[src/hw/rtl/eorp_pkg.sv]
// Shared types, codes and field layout for the EDNS OPT record parser.
package eorp_pkg;

  // Stream widths
  localparam int IN_TDATA_W  = 8;
  localparam int OUT_TDATA_W = 64;
  localparam int CFG_IDX_W   = 1;
  localparam int CFG_DATA_W  = 16;

  // Configuration register indexes
  localparam logic [CFG_IDX_W-1:0] CFG_NSID_LENGTH     = 1'b0;
  localparam logic [CFG_IDX_W-1:0] CFG_COOKIES_ENABLED = 1'b1;

  // Result queue depth
  localparam int FIFO_DEPTH = 4;
  localparam int FIFO_AW    = 2;
  localparam int FIFO_CW    = 3;

  // Result tdata layout, lowest bit up
  localparam int OFF_STATUS    = 0;
  localparam int OFF_UDP_SIZE  = 2;
  localparam int OFF_DO        = 18;
  localparam int OFF_NSID      = 19;
  localparam int OFF_CK_STATUS = 20;
  localparam int OFF_CK_LENGTH = 22;
  localparam int OFF_RESERVED  = 28;
  localparam int OFF_CK_BYTE   = 44;
  localparam int OFF_CK_INDEX  = 52;

  // Header byte positions within the fixed part of the record
  localparam logic [3:0] HDR_OWNER    = 4'd0;
  localparam logic [3:0] HDR_TYPE_HI  = 4'd1;
  localparam logic [3:0] HDR_TYPE_LO  = 4'd2;
  localparam logic [3:0] HDR_CLASS_HI = 4'd3;
  localparam logic [3:0] HDR_CLASS_LO = 4'd4;
  localparam logic [3:0] HDR_VERSION  = 4'd6;
  localparam logic [3:0] HDR_FLAGS_HI = 4'd7;
  localparam logic [3:0] HDR_RDLEN_HI = 4'd9;
  localparam logic [3:0] HDR_RDLEN_LO = 4'd10;

  // Protocol constants
  localparam logic [7:0]  TYPE_OPT_CODE    = 8'd41;
  localparam logic [15:0] NSID_OPT_CODE    = 16'd3;
  localparam logic [15:0] COOKIE_OPT_CODE  = 16'd10;
  localparam logic [15:0] OPT_HEADER_LEN   = 16'd4;
  localparam logic [15:0] COOKIE_RESERVE   = 16'd24;
  localparam logic [15:0] RECORD_FIXED_LEN = 16'd11;
  localparam logic [15:0] COOKIE_LEN_CLIENT = 16'd8;
  localparam logic [15:0] COOKIE_LEN_MIN   = 16'd16;
  localparam logic [15:0] COOKIE_LEN_MAX   = 16'd40;

  typedef enum logic [1:0] {
    PH_IDLE    = 2'd0,
    PH_HEADER  = 2'd1,
    PH_OPTHDR  = 2'd2,
    PH_OPTDATA = 2'd3
  } phase_t;

  typedef enum logic [1:0] {
    STAT_NOT_EDNS  = 2'd0,
    STAT_OK        = 2'd1,
    STAT_BAD_VERS  = 2'd2,
    STAT_MALFORMED = 2'd3
  } status_t;

  typedef enum logic [1:0] {
    CK_ABSENT     = 2'd0,
    CK_INVALID    = 2'd1,
    CK_UNVERIFIED = 2'd2
  } ck_state_t;

  typedef struct packed {
    logic                   kind;
    logic                   last;
    logic [OUT_TDATA_W-1:0] data;
  } res_t;

  // Up to two results per accepted beat, a goes out first
  typedef struct packed {
    logic a_vld;
    logic b_vld;
    res_t a;
    res_t b;
  } push_t;

endpackage

[src/hw/rtl/eorp_parser.sv]
// Byte-wise OPT record parser: state update and result formatting per beat.
module eorp_parser (
  input  logic                             clk,
  input  logic                             rst_n,
  input  logic                             step,
  input  logic [7:0]                       data_byte,
  input  logic                             record_start,
  input  logic                             packet_end,
  input  logic                             cfg_we,
  input  logic [eorp_pkg::CFG_IDX_W-1:0]   cfg_index,
  input  logic [eorp_pkg::CFG_DATA_W-1:0]  cfg_wdata,
  output eorp_pkg::push_t                  push
);
  import eorp_pkg::*;

  typedef struct packed {
    phase_t      phase;
    logic [3:0]  hdr_cnt;
    logic [15:0] rdata_left;
    logic [23:0] opt_hdr;
    logic [1:0]  opt_cnt;
    logic [15:0] opt_left;
    logic        is_cookie;
    logic [15:0] udp;
    logic        ver_bad;
    logic        do_bit;
    logic        nsid;
    ck_state_t   ck_state;
    logic [5:0]  ck_len;
    logic [15:0] space;
  } ctx_t;

  ctx_t        ctx_r, ctx_nxt, cur;
  logic [15:0] sid_size_r;
  logic        ck_en_r;

  logic        sum_vld, ck_vld;
  status_t     sum_st;
  logic [5:0]  ck_idx;
  logic [15:0] rl_dec, ol_dec, opt_code, opt_len, rsv;
  logic [31:0] full_hdr;
  logic [OUT_TDATA_W-1:0] sum_data, ck_data;

  function automatic logic [15:0] sat_add(logic [15:0] a, logic [16:0] b);
    logic [17:0] s;
    s = {2'b00, a} + {1'b0, b};
    return (s > 18'd65535) ? 16'hFFFF : s[15:0];
  endfunction

  // Option boundary: finish the record or open the next option header
  function automatic logic boundary_done(logic [15:0] rl, output status_t st);
    st = STAT_OK;
    if (rl == 16'd0) begin
      return 1'b1;
    end
    if (rl < OPT_HEADER_LEN) begin
      st = STAT_MALFORMED;
      return 1'b1;
    end
    return 1'b0;
  endfunction

  always_ff @(posedge clk) begin
    if (!rst_n) begin
      sid_size_r <= '0;
      ck_en_r    <= 1'b0;
    end else if (cfg_we) begin
      unique case (cfg_index)
        CFG_NSID_LENGTH:     sid_size_r <= cfg_wdata;
        CFG_COOKIES_ENABLED: ck_en_r    <= cfg_wdata[0];
        default: ;
      endcase
    end
  end

  always_comb begin
    status_t bst;
    cur = ctx_r;
    if (record_start) begin
      cur       = '0;
      cur.phase = PH_HEADER;
    end
    ctx_nxt  = cur;
    sum_vld  = 1'b0;
    sum_st   = STAT_OK;
    ck_vld   = 1'b0;
    ck_idx   = cur.ck_len - cur.opt_left[5:0];
    rl_dec   = (cur.rdata_left != 16'd0) ? cur.rdata_left - 16'd1 : 16'd0;
    ol_dec   = (cur.opt_left != 16'd0) ? cur.opt_left - 16'd1 : 16'd0;
    full_hdr = {cur.opt_hdr, data_byte};
    opt_code = full_hdr[31:16];
    opt_len  = full_hdr[15:0];
    bst      = STAT_OK;

    unique case (cur.phase)
      PH_IDLE: ;
      PH_HEADER: begin
        ctx_nxt.hdr_cnt = cur.hdr_cnt + 4'd1;
        case (cur.hdr_cnt)
          HDR_OWNER, HDR_TYPE_HI: begin
            if (data_byte != 8'd0) begin
              sum_vld = 1'b1;
              sum_st  = STAT_NOT_EDNS;
            end
          end
          HDR_TYPE_LO: begin
            if (data_byte != TYPE_OPT_CODE) begin
              sum_vld = 1'b1;
              sum_st  = STAT_NOT_EDNS;
            end
          end
          HDR_CLASS_HI: ctx_nxt.udp = {data_byte, 8'd0};
          HDR_CLASS_LO: ctx_nxt.udp = {cur.udp[15:8], data_byte};
          HDR_VERSION:  ctx_nxt.ver_bad = (data_byte != 8'd0);
          HDR_FLAGS_HI: ctx_nxt.do_bit = data_byte[7];
          HDR_RDLEN_HI: ctx_nxt.rdata_left = {data_byte, 8'd0};
          HDR_RDLEN_LO: begin
            ctx_nxt.rdata_left = {cur.rdata_left[15:8], data_byte};
            if (cur.ver_bad) begin
              sum_vld = 1'b1;
              sum_st  = STAT_BAD_VERS;
            end else begin
              sum_vld = boundary_done(ctx_nxt.rdata_left, bst);
              sum_st  = bst;
              if (!sum_vld) begin
                ctx_nxt.phase   = PH_OPTHDR;
                ctx_nxt.opt_cnt = 2'd0;
              end
            end
          end
          default: ;
        endcase
      end
      PH_OPTHDR: begin
        ctx_nxt.opt_hdr    = {cur.opt_hdr[15:0], data_byte};
        ctx_nxt.rdata_left = rl_dec;
        ctx_nxt.opt_cnt    = cur.opt_cnt + 2'd1;
        if (cur.opt_cnt == 2'd3) begin
          ctx_nxt.is_cookie = 1'b0;
          if (opt_len > rl_dec) begin
            sum_vld = 1'b1;
            sum_st  = STAT_MALFORMED;
          end else begin
            if (opt_code == NSID_OPT_CODE) begin
              if (sid_size_r != 16'd0) begin
                ctx_nxt.nsid  = 1'b1;
                ctx_nxt.space = sat_add(cur.space,
                                        {1'b0, OPT_HEADER_LEN} + {1'b0, sid_size_r});
              end
            end else if (opt_code == COOKIE_OPT_CODE && ck_en_r) begin
              if (opt_len == COOKIE_LEN_CLIENT) begin
                ctx_nxt.ck_state = CK_INVALID;
              end else if (opt_len < COOKIE_LEN_MIN || opt_len > COOKIE_LEN_MAX) begin
                sum_vld = 1'b1;
                sum_st  = STAT_MALFORMED;
              end else begin
                ctx_nxt.ck_state = CK_UNVERIFIED;
              end
              ctx_nxt.ck_len    = opt_len[5:0];
              ctx_nxt.is_cookie = 1'b1;
              ctx_nxt.space     = sat_add(cur.space,
                                          {1'b0, OPT_HEADER_LEN + COOKIE_RESERVE});
            end
            if (!sum_vld) begin
              ctx_nxt.opt_left = opt_len;
              if (opt_len == 16'd0) begin
                sum_vld = boundary_done(rl_dec, bst);
                sum_st  = bst;
                if (!sum_vld) begin
                  ctx_nxt.phase = PH_OPTHDR;
                end
              end else begin
                ctx_nxt.phase = PH_OPTDATA;
              end
            end
          end
        end
      end
      PH_OPTDATA: begin
        ck_vld             = cur.is_cookie;
        ctx_nxt.opt_left   = ol_dec;
        ctx_nxt.rdata_left = rl_dec;
        if (ol_dec == 16'd0) begin
          sum_vld = boundary_done(rl_dec, bst);
          sum_st  = bst;
          if (!sum_vld) begin
            ctx_nxt.phase   = PH_OPTHDR;
            ctx_nxt.opt_cnt = 2'd0;
          end
        end
      end
      default: ;
    endcase

    // Truncated record: packet ends before the record does
    if (cur.phase != PH_IDLE && !sum_vld && packet_end) begin
      sum_vld = 1'b1;
      sum_st  = STAT_MALFORMED;
    end
    if (sum_vld) begin
      ctx_nxt.phase = PH_IDLE;
    end
  end

  always_comb begin
    rsv      = sat_add(ctx_nxt.space, {1'b0, RECORD_FIXED_LEN});
    sum_data = '0;
    sum_data[OFF_STATUS +: 2] = sum_st;
    if (sum_st == STAT_OK) begin
      sum_data[OFF_UDP_SIZE +: 16] = ctx_nxt.udp;
      sum_data[OFF_DO]             = ctx_nxt.do_bit;
      sum_data[OFF_NSID]           = ctx_nxt.nsid;
      sum_data[OFF_CK_STATUS +: 2] = ctx_nxt.ck_state;
      sum_data[OFF_CK_LENGTH +: 6] = ctx_nxt.ck_len;
      sum_data[OFF_RESERVED +: 16] = rsv;
    end else if (sum_st == STAT_BAD_VERS) begin
      sum_data[OFF_RESERVED +: 16] = RECORD_FIXED_LEN;
    end
    ck_data = '0;
    ck_data[OFF_CK_BYTE +: 8]  = data_byte;
    ck_data[OFF_CK_INDEX +: 6] = ck_idx;

    // Cookie byte leads when both come from one beat
    push.a_vld  = step && (ck_vld || sum_vld);
    push.b_vld  = step && ck_vld && sum_vld;
    push.a.kind = ck_vld;
    push.a.last = !(ck_vld && sum_vld);
    push.a.data = ck_vld ? ck_data : sum_data;
    push.b.kind = 1'b0;
    push.b.last = 1'b1;
    push.b.data = sum_data;
  end

  always_ff @(posedge clk) begin
    if (!rst_n) begin
      ctx_r <= '0;
    end else if (step) begin
      ctx_r <= ctx_nxt;
    end
  end

  a_sum_goes_idle: assert property (@(posedge clk) disable iff (!rst_n)
    step && sum_vld |=> ctx_r.phase == PH_IDLE)
    else $error("parser did not go idle after a summary");

  a_cookie_from_data: assert property (@(posedge clk) disable iff (!rst_n)
    step && ck_vld |-> ctx_r.phase == PH_OPTDATA && !record_start)
    else $error("cookie byte outside option data");

  a_idle_silent: assert property (@(posedge clk) disable iff (!rst_n)
    step && ctx_r.phase == PH_IDLE && !record_start |-> !push.a_vld)
    else $error("result while idle");

endmodule

[src/hw/rtl/eorp_out_fifo.sv]
// Four-entry result queue taking up to two results per cycle.
module eorp_out_fifo (
  input  logic            clk,
  input  logic            rst_n,
  input  eorp_pkg::push_t push,
  output logic            room,
  output logic            out_valid,
  input  logic            out_ready,
  output eorp_pkg::res_t  out_res
);
  import eorp_pkg::*;

  res_t               mem [FIFO_DEPTH];
  logic [FIFO_AW-1:0] wr_ptr_r, wr_ptr_nxt, rd_ptr_r, rd_ptr_nxt;
  logic [FIFO_CW-1:0] count_r, count_nxt;
  logic               pop;

  assign room      = count_r <= FIFO_CW'(FIFO_DEPTH - 2);
  assign out_valid = count_r != '0;
  assign out_res   = mem[rd_ptr_r];
  assign pop       = out_valid && out_ready;

  always_comb begin
    wr_ptr_nxt = wr_ptr_r + FIFO_AW'(push.a_vld) + FIFO_AW'(push.b_vld);
    rd_ptr_nxt = rd_ptr_r + FIFO_AW'(pop);
    count_nxt  = count_r + FIFO_CW'(push.a_vld) + FIFO_CW'(push.b_vld) - FIFO_CW'(pop);
  end

  always_ff @(posedge clk) begin
    if (push.a_vld) begin
      mem[wr_ptr_r] <= push.a;
    end
    if (push.b_vld) begin
      mem[wr_ptr_r + FIFO_AW'(1)] <= push.b;
    end
  end

  always_ff @(posedge clk) begin
    if (!rst_n) begin
      wr_ptr_r <= '0;
      rd_ptr_r <= '0;
      count_r  <= '0;
    end else begin
      wr_ptr_r <= wr_ptr_nxt;
      rd_ptr_r <= rd_ptr_nxt;
      count_r  <= count_nxt;
    end
  end

  a_no_overflow: assert property (@(posedge clk) disable iff (!rst_n)
    count_r <= FIFO_CW'(FIFO_DEPTH))
    else $error("result queue overflow");

  a_push_has_room: assert property (@(posedge clk) disable iff (!rst_n)
    push.a_vld |-> room)
    else $error("push without room");

  a_pair_ordered: assert property (@(posedge clk) disable iff (!rst_n)
    push.b_vld |-> push.a_vld && push.a.kind && !push.a.last)
    else $error("second result without a leading cookie byte");

endmodule

[src/hw/rtl/edns_opt_record_parser.sv]
// Top level of the EDNS OPT record parser: parse core and result queue.
//
//  channel | dir | tdata                     | tuser        | tlast
//  in_     | in  | data_byte                 | record_start | packet_end
//  out_    | out | summary / cookie fields   | kind         | last
//  cfg_    | in  | index 0 NSID length, index 1 cookie enable (write only)
//
// One input beat per cycle while in_tready is high; each beat is parsed in the cycle it is accepted.
// A beat yields zero to two results, queued in a four-entry result queue.
// in_tready drops while fewer than two queue entries are free, so a sink
// that takes one beat per cycle sustains one input beat per cycle.
// Reset is synchronous, active low, and returns the parser to idle.
module edns_opt_record_parser (
  input  logic                             clk,
  input  logic                             rst_n,
  input  logic                             in_tvalid,
  output logic                             in_tready,
  input  logic [eorp_pkg::IN_TDATA_W-1:0]  in_tdata,   // [7:0] data_byte
  input  logic                             in_tuser,   // record_start
  input  logic                             in_tlast,   // packet_end
  output logic                             out_tvalid,
  input  logic                             out_tready,
  // [1:0] status, [17:2] max_udp_size, [18] DO bit, [19] nsid_requested,
  // [21:20] cookie state, [27:22] cookie size, [43:28] reserved_space,
  // [51:44] cookie_byte, [57:52] cookie_index, [63:58] zero
  output logic [eorp_pkg::OUT_TDATA_W-1:0] out_tdata,
  output logic                             out_tuser,  // kind
  output logic                             out_tlast,  // last
  input  logic                             cfg_we,
  input  logic [eorp_pkg::CFG_IDX_W-1:0]   cfg_index,
  input  logic [eorp_pkg::CFG_DATA_W-1:0]  cfg_wdata
);
  import eorp_pkg::*;

  push_t push;
  res_t  out_res;
  logic  step;

  assign step = in_tvalid && in_tready;

  eorp_parser u_parser (
    .clk          (clk),
    .rst_n        (rst_n),
    .step         (step),
    .data_byte    (in_tdata),
    .record_start (in_tuser),
    .packet_end   (in_tlast),
    .cfg_we       (cfg_we),
    .cfg_index    (cfg_index),
    .cfg_wdata    (cfg_wdata),
    .push         (push)
  );

  eorp_out_fifo u_out_fifo (
    .clk       (clk),
    .rst_n     (rst_n),
    .push      (push),
    .room      (in_tready),
    .out_valid (out_tvalid),
    .out_ready (out_tready),
    .out_res   (out_res)
  );

  assign out_tdata = out_res.data;
  assign out_tuser = out_res.kind;
  assign out_tlast = out_res.last;

endmodule
[config.mk]
export PLATFORM = sky130hd
export DESIGN_NAME = edns_opt_record_parser
export DESIGN_NICKNAME = d
export VERILOG_FILES = /design/src/hw/rtl/eorp_pkg.sv /design/src/hw/rtl/eorp_parser.sv /design/src/hw/rtl/eorp_out_fifo.sv /design/src/hw/rtl/edns_opt_record_parser.sv
export SDC_FILE = /design/constraint.sdc
export NUM_CORES = 1
export LEC_CHECK = 0
export ABC_CLOCK_PERIOD_IN_PS = 8400
export BUFFER_PORTS_ARGS = -buffer_cell sky130_fd_sc_hd__buf_2
export CAP_MARGIN = 20
export CORE_AREA = 2 2 184 204
export CTS_BUF_LIST = sky130_fd_sc_hd__clkbuf_8 sky130_fd_sc_hd__clkbuf_16
export CTS_CLUSTER_DIAMETER = 150
export DETAILED_ROUTE_END_ITERATION = 6
export DIE_AREA = 0 0 186 206
export PLACE_DENSITY_LB_ADDON = 0.25
export SLEW_MARGIN = 20
export SYNTH_ARGS = -nofsm -noshare
export SYNTH_HDL_FRONTEND = slang
export SYNTH_SLANG_ARGS = --single-unit
[constraint.sdc]
create_clock -name clk -period 8.4 [get_ports clk]
set_input_delay 0.84 -clock clk [delete_from_list [all_inputs] [get_ports clk]]
set_output_delay 0.84 -clock clk [all_outputs]
set_load 0.01 [all_outputs]
==> run metrics, run 1 <==
status finished clean; initial antenna violation count 0; Final Non-Filler Cells 2647; synth top area cells edfxtp_1, dfxtp_1, mux4_2; first-pass detailed-route iteration total 5; hpwl dp between 30000 and 40000 um; Layout Nets approximately 2200; WL/cell 21.5 um; row cnt 74; CP Capture Type flip-flop; Final setup viols 0; largest net degree at the start of global routing 134; Leak approximately 7.9 nW; CTS max path bufs 3; Hold WC Path Type reg -> reg; Power per Cell Area 219 nW/um^2; Max Clk Rate 144 MHz; most frequent cells in the layout nor2_1, dfxtp_1, edfxtp_1; Worst EP arrival approximately 7.3 ns; fin crit period 6.93 ns; Worst VDD drop 0.141 mV; Inst Count DP 2578; critical path's most frequent cell a21oi_1; Overall Global Routing Usage between 20 and 30%; unrepaired setup endpoints after global routing false; Final Cycle Share 82.5%; RePlAce Congestion 0.949; Yosys top cell by area edfxtp_1; relative slew slack 32.1%; predominant post-synthesis flop cell dfxtp_1; CTS sink count 372; slowest CP cell o21ai_1; Vias 16868; total setup buffers inserted after CTS 0; cells along the critical path buf_2 -> nor2b_1 -> inv_1 -> ha_1 -> o21ai_0 -> or3_1 -> a21oi_1 -> inv_1 -> ha_1 -> nand4_1 -> nor4_1 -> a211oi_2 -> o21ai_1 -> o21ai_0 -> a21oi_1 -> nand4b_2 -> nor4_4 -> nand2_2 -> a21oi_1; synth warn 0; antenna diode count 0; Area after DPL 21400 um^2; CORE AREA 36600 um^2; post-route met1 wirelength 24100 um; Die Y 206 um; DR iter-0 viols 1492; Max Cap Violations 0; Clk Latency, worst-skew pair 0.55 ns; Clock transition at path regs 0.06 ns; Hold Fails Final Rpt 0; commonest non-fill, non-tap cell in the layout nor2_1; Slew Viols, Final 0; Die Wd roughly 190 um; Post-synth EDFFs 176; Avg Cell Area, Syn between 9 and 10 um^2; asr flop ratio synth 0%; share of cells above drive strength 1 a little over an eighth; # H-tree levels 2; Setup TNS 0 ns; fin util 61.8%; io pins 100; number of hold buffers added after cts 0; synthesized flop and latch total 372; Mapped Cells ~2100; CP startpoint kind input port; Worst Skew 0.0188 ns; WL met3 3880 um; Routed Antenna Nets 0; synth-to-layout area growth 8.88%; port buffer count 93; CP peak stage delay 0.73 ns; # resized after CTS 0; total global routing overflow 0; Worst EP required 8.76 ns; Crit Path Class in -> reg; area of the multi-input gates roughly 11000 um^2; Die ar. about 38000 um^2; final instance area 22600 um^2; Synth top area share 25.5%; CTS Root Cell clkbuf_16; DR vias/cell 6.37; CTS Buf Count 39; Mapped Area 20800 um^2; CTS tree yes; first-pass GRT wire length 89800 um; Routed WL 56800 um; number of distinct library cells after synthesis 94; Starting Density 56.8%; sequential cell area 9210 um^2; Tightest Pin Transition between 1 and 1.5 ns; Seq/Total Area, Yosys ~44%; Top Metal Used met4; crit path max fanout 44; met2 WL 27000 um; DRC viols 0; vias in the first global route 16136; Fillers 3033
[report_power, final]
part | switching, W | internal (W)
registers | 0.0000927 | 0.00197
logic | 0.000762 | 0.000504
clock network | 0.000722 | 0.000894
total | 0.00158 | 0.00337
[state kept, by name (all words and copies together) (netlist names)]
| signal | count |
|---|---|
| u_out_fifo.mem | 240 |
| u_parser.ctx_r | 108 |
| u_parser.sid_size_r | 16 |
| u_out_fifo.count_r | 3 |
| u_out_fifo.rd_ptr_r | 2 |
| u_out_fifo.wr_ptr_r | 2 |
| u_parser.ck_en_r | 1 |
[logic make-up after synthesis]
logic type / after synthesis / share of synthesized area, %
AND/OR/NAND/NOR: 796 / 19.7
other: 1 / 0.0181
AO/OA/AOI/OAI: 557 / 18.6
multiplexers: 79 / 7.45
XOR/XNOR: 37 / 1.56
adder cells (fa/ha/maj): 67 / 4.22
buffers and inverters: 201 / 4.09
flip-flops: 372 / 44.4
[layout make-up]
cell class,count,share of cell area (%)
clock inverter,25,0.631
timing repair buffer,119,2.95
multi-input combinational,1542,47.5
tap,494,2.73
sequential,372,40.8
clock buffer,44,4.62
inverter,51,0.847
[per-stage QoR]
stage          hold WS [ns]  power [W]  setup WS [ns]
2_1_floorplan         0.421    0.00298           1.83
3_3_place_gp          0.439    0.00334           1.32
3_5_place_dp          0.448    0.00335           1.12
4_1_cts               0.464    0.00496           1.60
5_1_grt               0.471    0.00517          0.988
6_report              0.465    0.00495           1.47
[worst max-delay path: cells and delay by family]
family	cells	cell delay (ns)
and+or+nand+nor	7	2.58
AOI/OAI and AO/OA	7	2.33
buffers and inverters	3	0.89
adders and majority gates	2	0.60
[Yosys cell counts (11+ instances only)]
cell	number
nor2_1	231
dfxtp_1	196
edfxtp_1	176
nand2_1	169
a21oi_1	115
clkbuf_1	106
nor2b_1	101
a22oi_1	90
o21ai_0	75
ha_1	62
mux4_2	60
nor3_1	51
inv_1	50
a22o_1	47
a21boi_0	36
and2_1	28
nand3_1	28
nor4_1	28
nand2b_1	26
nand4_1	24
xnor2_1	22
or3_1	19
o2bb2ai_1	18
o22ai_1	17
a21o_1	16
and3_1	15
buf_1	15
buf_2	15
mux2i_1	15
o211ai_1	15
o21ai_1	15
or2_2	15
xor2_1	15
o21a_1	14
o211a_1	12
a211oi_1	11
[layer usage]
| layer | GRT usage [%] | up-vias |
|---|---|---|
| met2 | 49.1 | 640 |
| met4 | 10.3 | 0 |
| met3 | 4.49 | 127 |
| met1 | 40.1 | 8230 |
| met5 | 0 | - |
| li1 | - | 7871 |
[worst paths after layout]
| check | startpoint | cells after the start | slack (ns) | end |
|---|---|---|---|---|
| worst min register to register | u_out_fifo.mem[1][55]$_SDFFE_PP0P_ | 1 | 0.46 | u_out_fifo.mem[1][55]$_SDFFE_PP0P_ |
| worst max-delay path | in_tuser | 19 | 1.47 | u_out_fifo.mem[0][37]$_DFFE_PP_ |
| worst max register to register | u_parser.ctx_r[90]$_SDFFE_PN0P_ | 16 | 2.00 | u_out_fifo.mem[0][37]$_DFFE_PP_ |
| worst min-delay path | u_out_fifo.mem[1][55]$_SDFFE_PP0P_ | 1 | 0.46 | u_out_fifo.mem[1][55]$_SDFFE_PP0P_ |
Power figures use the tool's default switching activity.
==> run 2, diff against run 1 <==
--- a/config.mk
+++ b/config.mk
@@ -5,7 +5,7 @@
 export SDC_FILE = /design/constraint.sdc
 export NUM_CORES = 1
 export LEC_CHECK = 0
-export ABC_CLOCK_PERIOD_IN_PS = 8400
+export ABC_CLOCK_PERIOD_IN_PS = 6400
 export BUFFER_PORTS_ARGS = -buffer_cell sky130_fd_sc_hd__buf_2
 export CAP_MARGIN = 20
 export CORE_AREA = 2 2 184 204
==> constraint.sdc (replaced) <==
create_clock -name clk -period 6.4 [get_ports clk]
set_input_delay 0.64 -clock clk [delete_from_list [all_inputs] [get_ports clk]]
set_output_delay 0.64 -clock clk [all_outputs]
set_load 0.01 [all_outputs]
==> run metrics, run 2 (synthesized netlist as in run 1, its figures left out) <==
Layout Nets 2236; largest net degree at the start of global routing 116; Hold WC Path Type in -> reg; Hold Fails Final Rpt 0; vias in the first global route around 16000; slowest CP cell or4_1; Crit Path Class reg -> reg; Overall Power around 0.0067 W; commonest non-fill, non-tap cell in the layout nor2_1; DRC viols 0; Clock transition at path regs 0.06 ns; port buffer count 93; Vias approximately 17000; row cnt 74; RePlAce Congestion 0.981; initial antenna violation count 0; Setup TNS 0 ns; Overall Global Routing Usage 29.8%; # H-tree levels 2; final instance area 22800 um^2; antenna diode count 0; CP peak stage delay 0.66 ns; Final Cycle Share 93.7%; CTS Root Cell clkbuf_16; most frequent cells in the layout nor2_1, dfxtp_1, edfxtp_1; DR iter-0 viols 1640; fin crit period approximately 6 ns; Worst Skew around 0.011 ns; CORE AREA 36600 um^2; max FFs per register between 200 and 250; total global routing overflow 0; worst path bufs/invs 2; Regs by FF count u_out_fifo.mem: 240 flops, u_parser.ctx_r: 108 flops, u_parser.sid_size_r: 16 flops; cells along the critical path or4_1 -> nor4_1 -> o21ai_1 -> nand2_1 -> ha_1 -> a211oi_1 -> o21ai_1 -> a221o_1 -> a211oi_2 -> o211ai_1 -> buf_4 -> or2_2 -> o21ai_0 -> ha_1 -> o21a_1 -> nor4_4 -> buf_4 -> nand2_2 -> a21oi_1; Routed WL between 50000 and 60000 um; synth-to-layout area growth 9.96%; Tightest Pin Transition 1.06 ns; Worst VDD drop 0.202 mV; flop2flop setup slack 0.41 ns; CTS sink count around 370; CTS tree yes; Max Cap Violations 0; Slew Viols, Final 0; Area after DPL 21500 um^2; DR vias/cell ~6.4; total setup buffers inserted after CTS 0; WL/cell 21.4 um; Die Wd 186 um; first-pass GRT wire length 89700 um; first-pass detailed-route iteration total 5; Starting Density 56.8%; Leak 8.03 nW; Worst EP required 6.66 ns; Worst EP arrival 6.25 ns; Biggest register u_out_fifo.mem; CTS Buf Count 39; Max Clk Rate 167 MHz; CTS max path bufs 3; Routed Antenna Nets 0; CP startpoint kind flip-flop; unrepaired setup endpoints after global routing false; share of cells above drive strength 1 around 14%; io pins 100; CP Capture Type flip-flop; Die Y 206 um; relative slew slack slightly below 30%; Die ar. 38300 um^2; hpwl dp 37700 um; Worst path top cell family by delay compound AO/OA/AOI/OAI gates; Clk Latency, worst-skew pair 0.55 ns; Power per Cell Area 293 nW/um^2; status finished clean; crit path max fanout 32; Final setup viols 0
==> run 2: area by class of cell <==
class                      instances  area (um^2)
sequential                       372         9210
tap                              494          618
inverter                          51          194
clock inverter                    25          234
multi-input combinational       1542        10700
timing repair buffer             131          766
clock buffer                      46         1070
fill                            2991        13700
==> run 2: what timing repair did <==
item                                    in CTS  in global routing
endpoints found under the setup margin       0                  6
hold buffers                                 0                  0
gates resized for setup                      0                  1
==> run 2: power by group <==
group          switching [W]  internal, W  total (W)
Combinational        0.00100     0.000671    0.00168
Clock               0.000975      0.00133    0.00230
Sequential          0.000117      0.00259    0.00271
==> run 2: worst paths after layout <==
| check | from | end | cells past startpoint |
|---|---|---|---|
| setup reg to reg | u_parser.ctx_r[94]$_SDFFE_PN0P_ | u_out_fifo.mem[0][38]$_DFFE_PP_ | 19 |
| hold / removal | cfg_wdata[9] | u_parser.sid_size_r[9]$_SDFFE_PN0P_ | 3 |
| hold reg to reg | u_out_fifo.mem[3][58]$_SDFFE_PP1P_ | u_out_fifo.mem[3][58]$_SDFFE_PP1P_ | 2 |
| setup / recovery | u_parser.ctx_r[94]$_SDFFE_PN0P_ | u_out_fifo.mem[0][38]$_DFFE_PP_ | 19 |
==> run 2: worst reg2reg max path, cell delays in order (launching register included) <==
cell	delay, ns
dfxtp_1	0.42
or4_1	0.67
nor4_1	0.41
o21ai_1	0.35
nand2_1	0.16
ha_1	0.26
a211oi_1	0.20
o21ai_1	0.10
a221o_1	0.33
a211oi_2	0.31
o211ai_1	0.19
buf_4	0.20
or2_2	0.31
o21ai_0	0.31
ha_1	0.26
o21a_1	0.36
nor4_4	0.07
buf_4	0.17
nand2_2	0.45
a21oi_1	0.17
==> run 2: metal layers <==
metal	track usage, %	part of all wire, %
met2	49.3	48
met4	12.2	3.8
met5	0	0
met3	4.11	7.4
met1	39.4	41
==> run 2: through the flow <==
stage / hold slack, ns / cells / util [%] / setup slack, ns
6_report: 0.345 / 2661 / 62.4 / 0.406
5_1_grt: 0.342 / 2661 / 62.4 / 0.0945
4_1_cts: 0.331 / 2661 / 62.4 / 0.509
3_5_place_dp: 0.442 / 2590 / 58.8 / 0.333
3_3_place_gp: 0.439 / 2590 / 58.8 / 0.450
2_1_floorplan: 0.421 / 2115 / - / 0.0252
==> run 3, diff against run 2 <==
--- a/config.mk
+++ b/config.mk
@@ -13,7 +13,9 @@
 export CTS_CLUSTER_DIAMETER = 150
 export DETAILED_ROUTE_END_ITERATION = 6
 export DIE_AREA = 0 0 186 206
+export MAX_ROUTING_LAYER = met4
 export PLACE_DENSITY_LB_ADDON = 0.25
+export SKIP_LAST_GASP = 1
 export SLEW_MARGIN = 20
 export SYNTH_ARGS = -nofsm -noshare
 export SYNTH_HDL_FRONTEND = slang
==> constraint.sdc (replaced) <==
create_clock -name clk -period 6.4 [get_ports clk]
set_input_delay 0.32 -clock clk [delete_from_list [all_inputs] [get_ports clk]]
set_output_delay 0.32 -clock clk [all_outputs]
set_load 0.01 [all_outputs]
==> run metrics, run 3 (synthesized netlist as in run 1, its figures left out) <==
status finished clean; Max Cap Violations 0; total global routing overflow 0; CTS Buf Count 40; Hold Path Depth 3; Worst Skew 0.0216 ns; Hold WC Path Type in -> reg; flop2flop setup slack between 0.4 and 0.5 ns; Biggest register u_out_fifo.mem; Leak 8.08 nW; max FFs per register 240; DRC viols 0; first-pass GRT wire length between 90000 and 100000 um; Worst EP arrival 6.23 ns; Setup TNS 0 ns; DR vias/cell 6.38; Worst EP required 6.70 ns; CTS Root Cell clkbuf_16; crit path max fanout 16; Hold Startpoint cfg_wdata[2]; row cnt 74; Regs by FF count u_out_fifo.mem: 240 flops, u_parser.ctx_r: 108 flops, u_parser.sid_size_r: 16 flops; most frequent cells in the layout nor2_1, dfxtp_1, edfxtp_1; Crit Path Class reg -> reg; Slew Viols, Final 0; CP peak stage delay 0.60 ns; vias in the first global route about 17000; hpwl dp just under 40000 um; commonest non-fill, non-tap cell in the layout nor2_1; Final setup viols 0; Die Wd 186 um; slowest CP cell nor4_4; WHS 0.0191 ns; total setup buffers inserted after CTS 0; Clk Latency, worst-skew pair between 0.5 and 0.6 ns; io pins 100; reg-to-reg startpoint u_parser.ctx_r[90]$_SDFFE_PN0P_; Routed WL 58100 um; synth-to-layout area growth 10.3%; port buffer count 93; CTS max path bufs 3; Power per Cell Area 291 nW/um^2; Final Cycle Share 92.6%; CTS sink count 372; Overall Global Routing Usage 31.4%; fin crit period 5.93 ns; WL/cell 21.8 um; CP startpoint kind flip-flop; Vias 17009; Die Y approximately 210 um; # H-tree levels 2; Worst path top cell family by delay simple AND/OR/NAND/NOR gates; Max Clk Rate about 170 MHz; Hold Path End u_parser.sid_size_r[2]$_SDFFE_PN0P_; Reg2Reg Capture Point u_out_fifo.mem[1][40]$_DFFE_PP_; share of cells above drive strength 1 14.1%; CORE AREA 36600 um^2; largest net degree at the start of global routing 81; Fillers 2948; area of the multi-input gates between 10000 and 15000 um^2; Register-to-Register Path Depth 18; RePlAce Congestion approximately 0.96; first-pass detailed-route iteration total 6; CTS tree yes; Clock transition at path regs 0.06 ns; cells along the critical path nor4_2 -> o211ai_1 -> or4_1 -> a21oi_1 -> inv_1 -> ha_1 -> nand4_1 -> nor4_4 -> inv_1 -> a21oi_1 -> buf_4 -> nand2_1 -> a211oi_1 -> buf_4 -> nand3_2 -> nor4_4 -> mux2i_2 -> nor2_1; relative slew slack 27.1%; Routed Antenna Nets 0; Tightest Pin Transition 1.09 ns; initial antenna violation count 0; worst path bufs/invs 4; unrepaired setup endpoints after global routing false; sequential cell area 9210 um^2; CP Capture Type flip-flop; Die ar. around 38000 um^2; DR iter-0 viols around 1700; Layout Nets about 2200; antenna diode count 0; Starting Density between 50 and 60%; Hold Fails Final Rpt 0; Worst VDD drop 0.193 mV
run 3: cell types whose count changed in the layout (fill, tap and decap cells not counted), moves of 2 or more:
cell and delta:
a211oi_2 -2, buf_4 -5, clkbuf_16 +3, clkbuf_8 -3, clkinv_1 +2, clkinvlp_4 -3
dlygate4sd3_1 +8, inv_1 +3, inv_4 -3, inv_6 +2
run 3: power by group:
part           internal [W]  total (W)  leakage [nW]  switching [W]
registers           0.00259    0.00271          3.19       0.000125
logic              0.000676    0.00168          4.23        0.00101
clock network       0.00132    0.00228         0.668       0.000960
total               0.00458    0.00667          8.08        0.00209
run 3: area by class of cell:
class                           instances  area share (%)
Multi-Input combinational cell       1542            47.0
Sequential cell                       372            40.2
Clock buffer                           46            4.83
Timing Repair Buffer                  135            3.62
Tap cell                              494            2.70
Inverter                               51           0.836
Clock inverter                         24           0.814
run 3: worst max path at each step:
stage                                    start                              end  slack [ns]  depth (start not counted)
2_1_floorplan                         in_tuser  u_out_fifo.mem[1][40]$_DFFE_PP_        0.35                         25
4_1_cts        u_parser.ctx_r[90]$_SDFFE_PN0P_  u_out_fifo.mem[3][36]$_DFFE_PP_        0.32                         18
3_5_place_dp   u_parser.ctx_r[90]$_SDFFE_PN0P_  u_out_fifo.mem[3][36]$_DFFE_PP_        0.37                         18
6_report       u_parser.ctx_r[90]$_SDFFE_PN0P_  u_out_fifo.mem[1][40]$_DFFE_PP_        0.47                         18
5_1_grt        u_parser.ctx_r[94]$_SDFFE_PN0P_  u_out_fifo.mem[1][38]$_DFFE_PP_        0.02                         18
3_3_place_gp                          in_tuser  u_out_fifo.mem[0][33]$_DFFE_PP_        0.50                         21
run 3: what timing repair did:
| item | in CTS | in global routing |
|---|---|---|
| endpoints found under the setup margin | 0 | 49 |
| hold buffers | 8 | 0 |
| gates resized for setup | 0 | 5 |
| endpoints found under the hold margin | 8 | 0 |
run 3: per-layer routing:
metal | share of wire, % | vias up | GRT usage (%) | wire length [um]
li1 | - | 7909 | - | -
met1 | 42 | 8287 | 39.9 | 24100
met2 | 49 | 677 | 51.4 | 28300
met3 | 6.5 | 136 | 3.68 | 3770
met4 | 3.4 | 0 | 12.2 | 1950
met5 | 0 | - | - | 0
run 3: worst reg2reg max path, delay by kind of cell (launching register included):
| family | cells | cell delay, ns |
|---|---|---|
| simple gates | 8 | 2.69 |
| compound gates | 4 | 1.13 |
| buf+inv | 4 | 0.69 |
| mux | 1 | 0.43 |
| flops | 1 | 0.42 |
| fa+ha+maj | 1 | 0.32 |
run 3: through the flow:
step | total power (W) | utilization [%] | instance area [um^2] | instances | worst slack (ns)
2_1_floorplan | 0.00391 | - | 20800 | 2115 | 0.345
3_3_place_gp | 0.00441 | 58.7 | 21500 | 2585 | 0.503
3_5_place_dp | 0.00441 | 58.7 | 21500 | 2585 | 0.370
4_1_cts | 0.00669 | 62.5 | 22800 | 2663 | 0.322
5_1_grt | 0.00697 | 62.6 | 22900 | 2664 | 0.0160
6_report | 0.00667 | 62.6 | 22900 | 2664 | 0.475
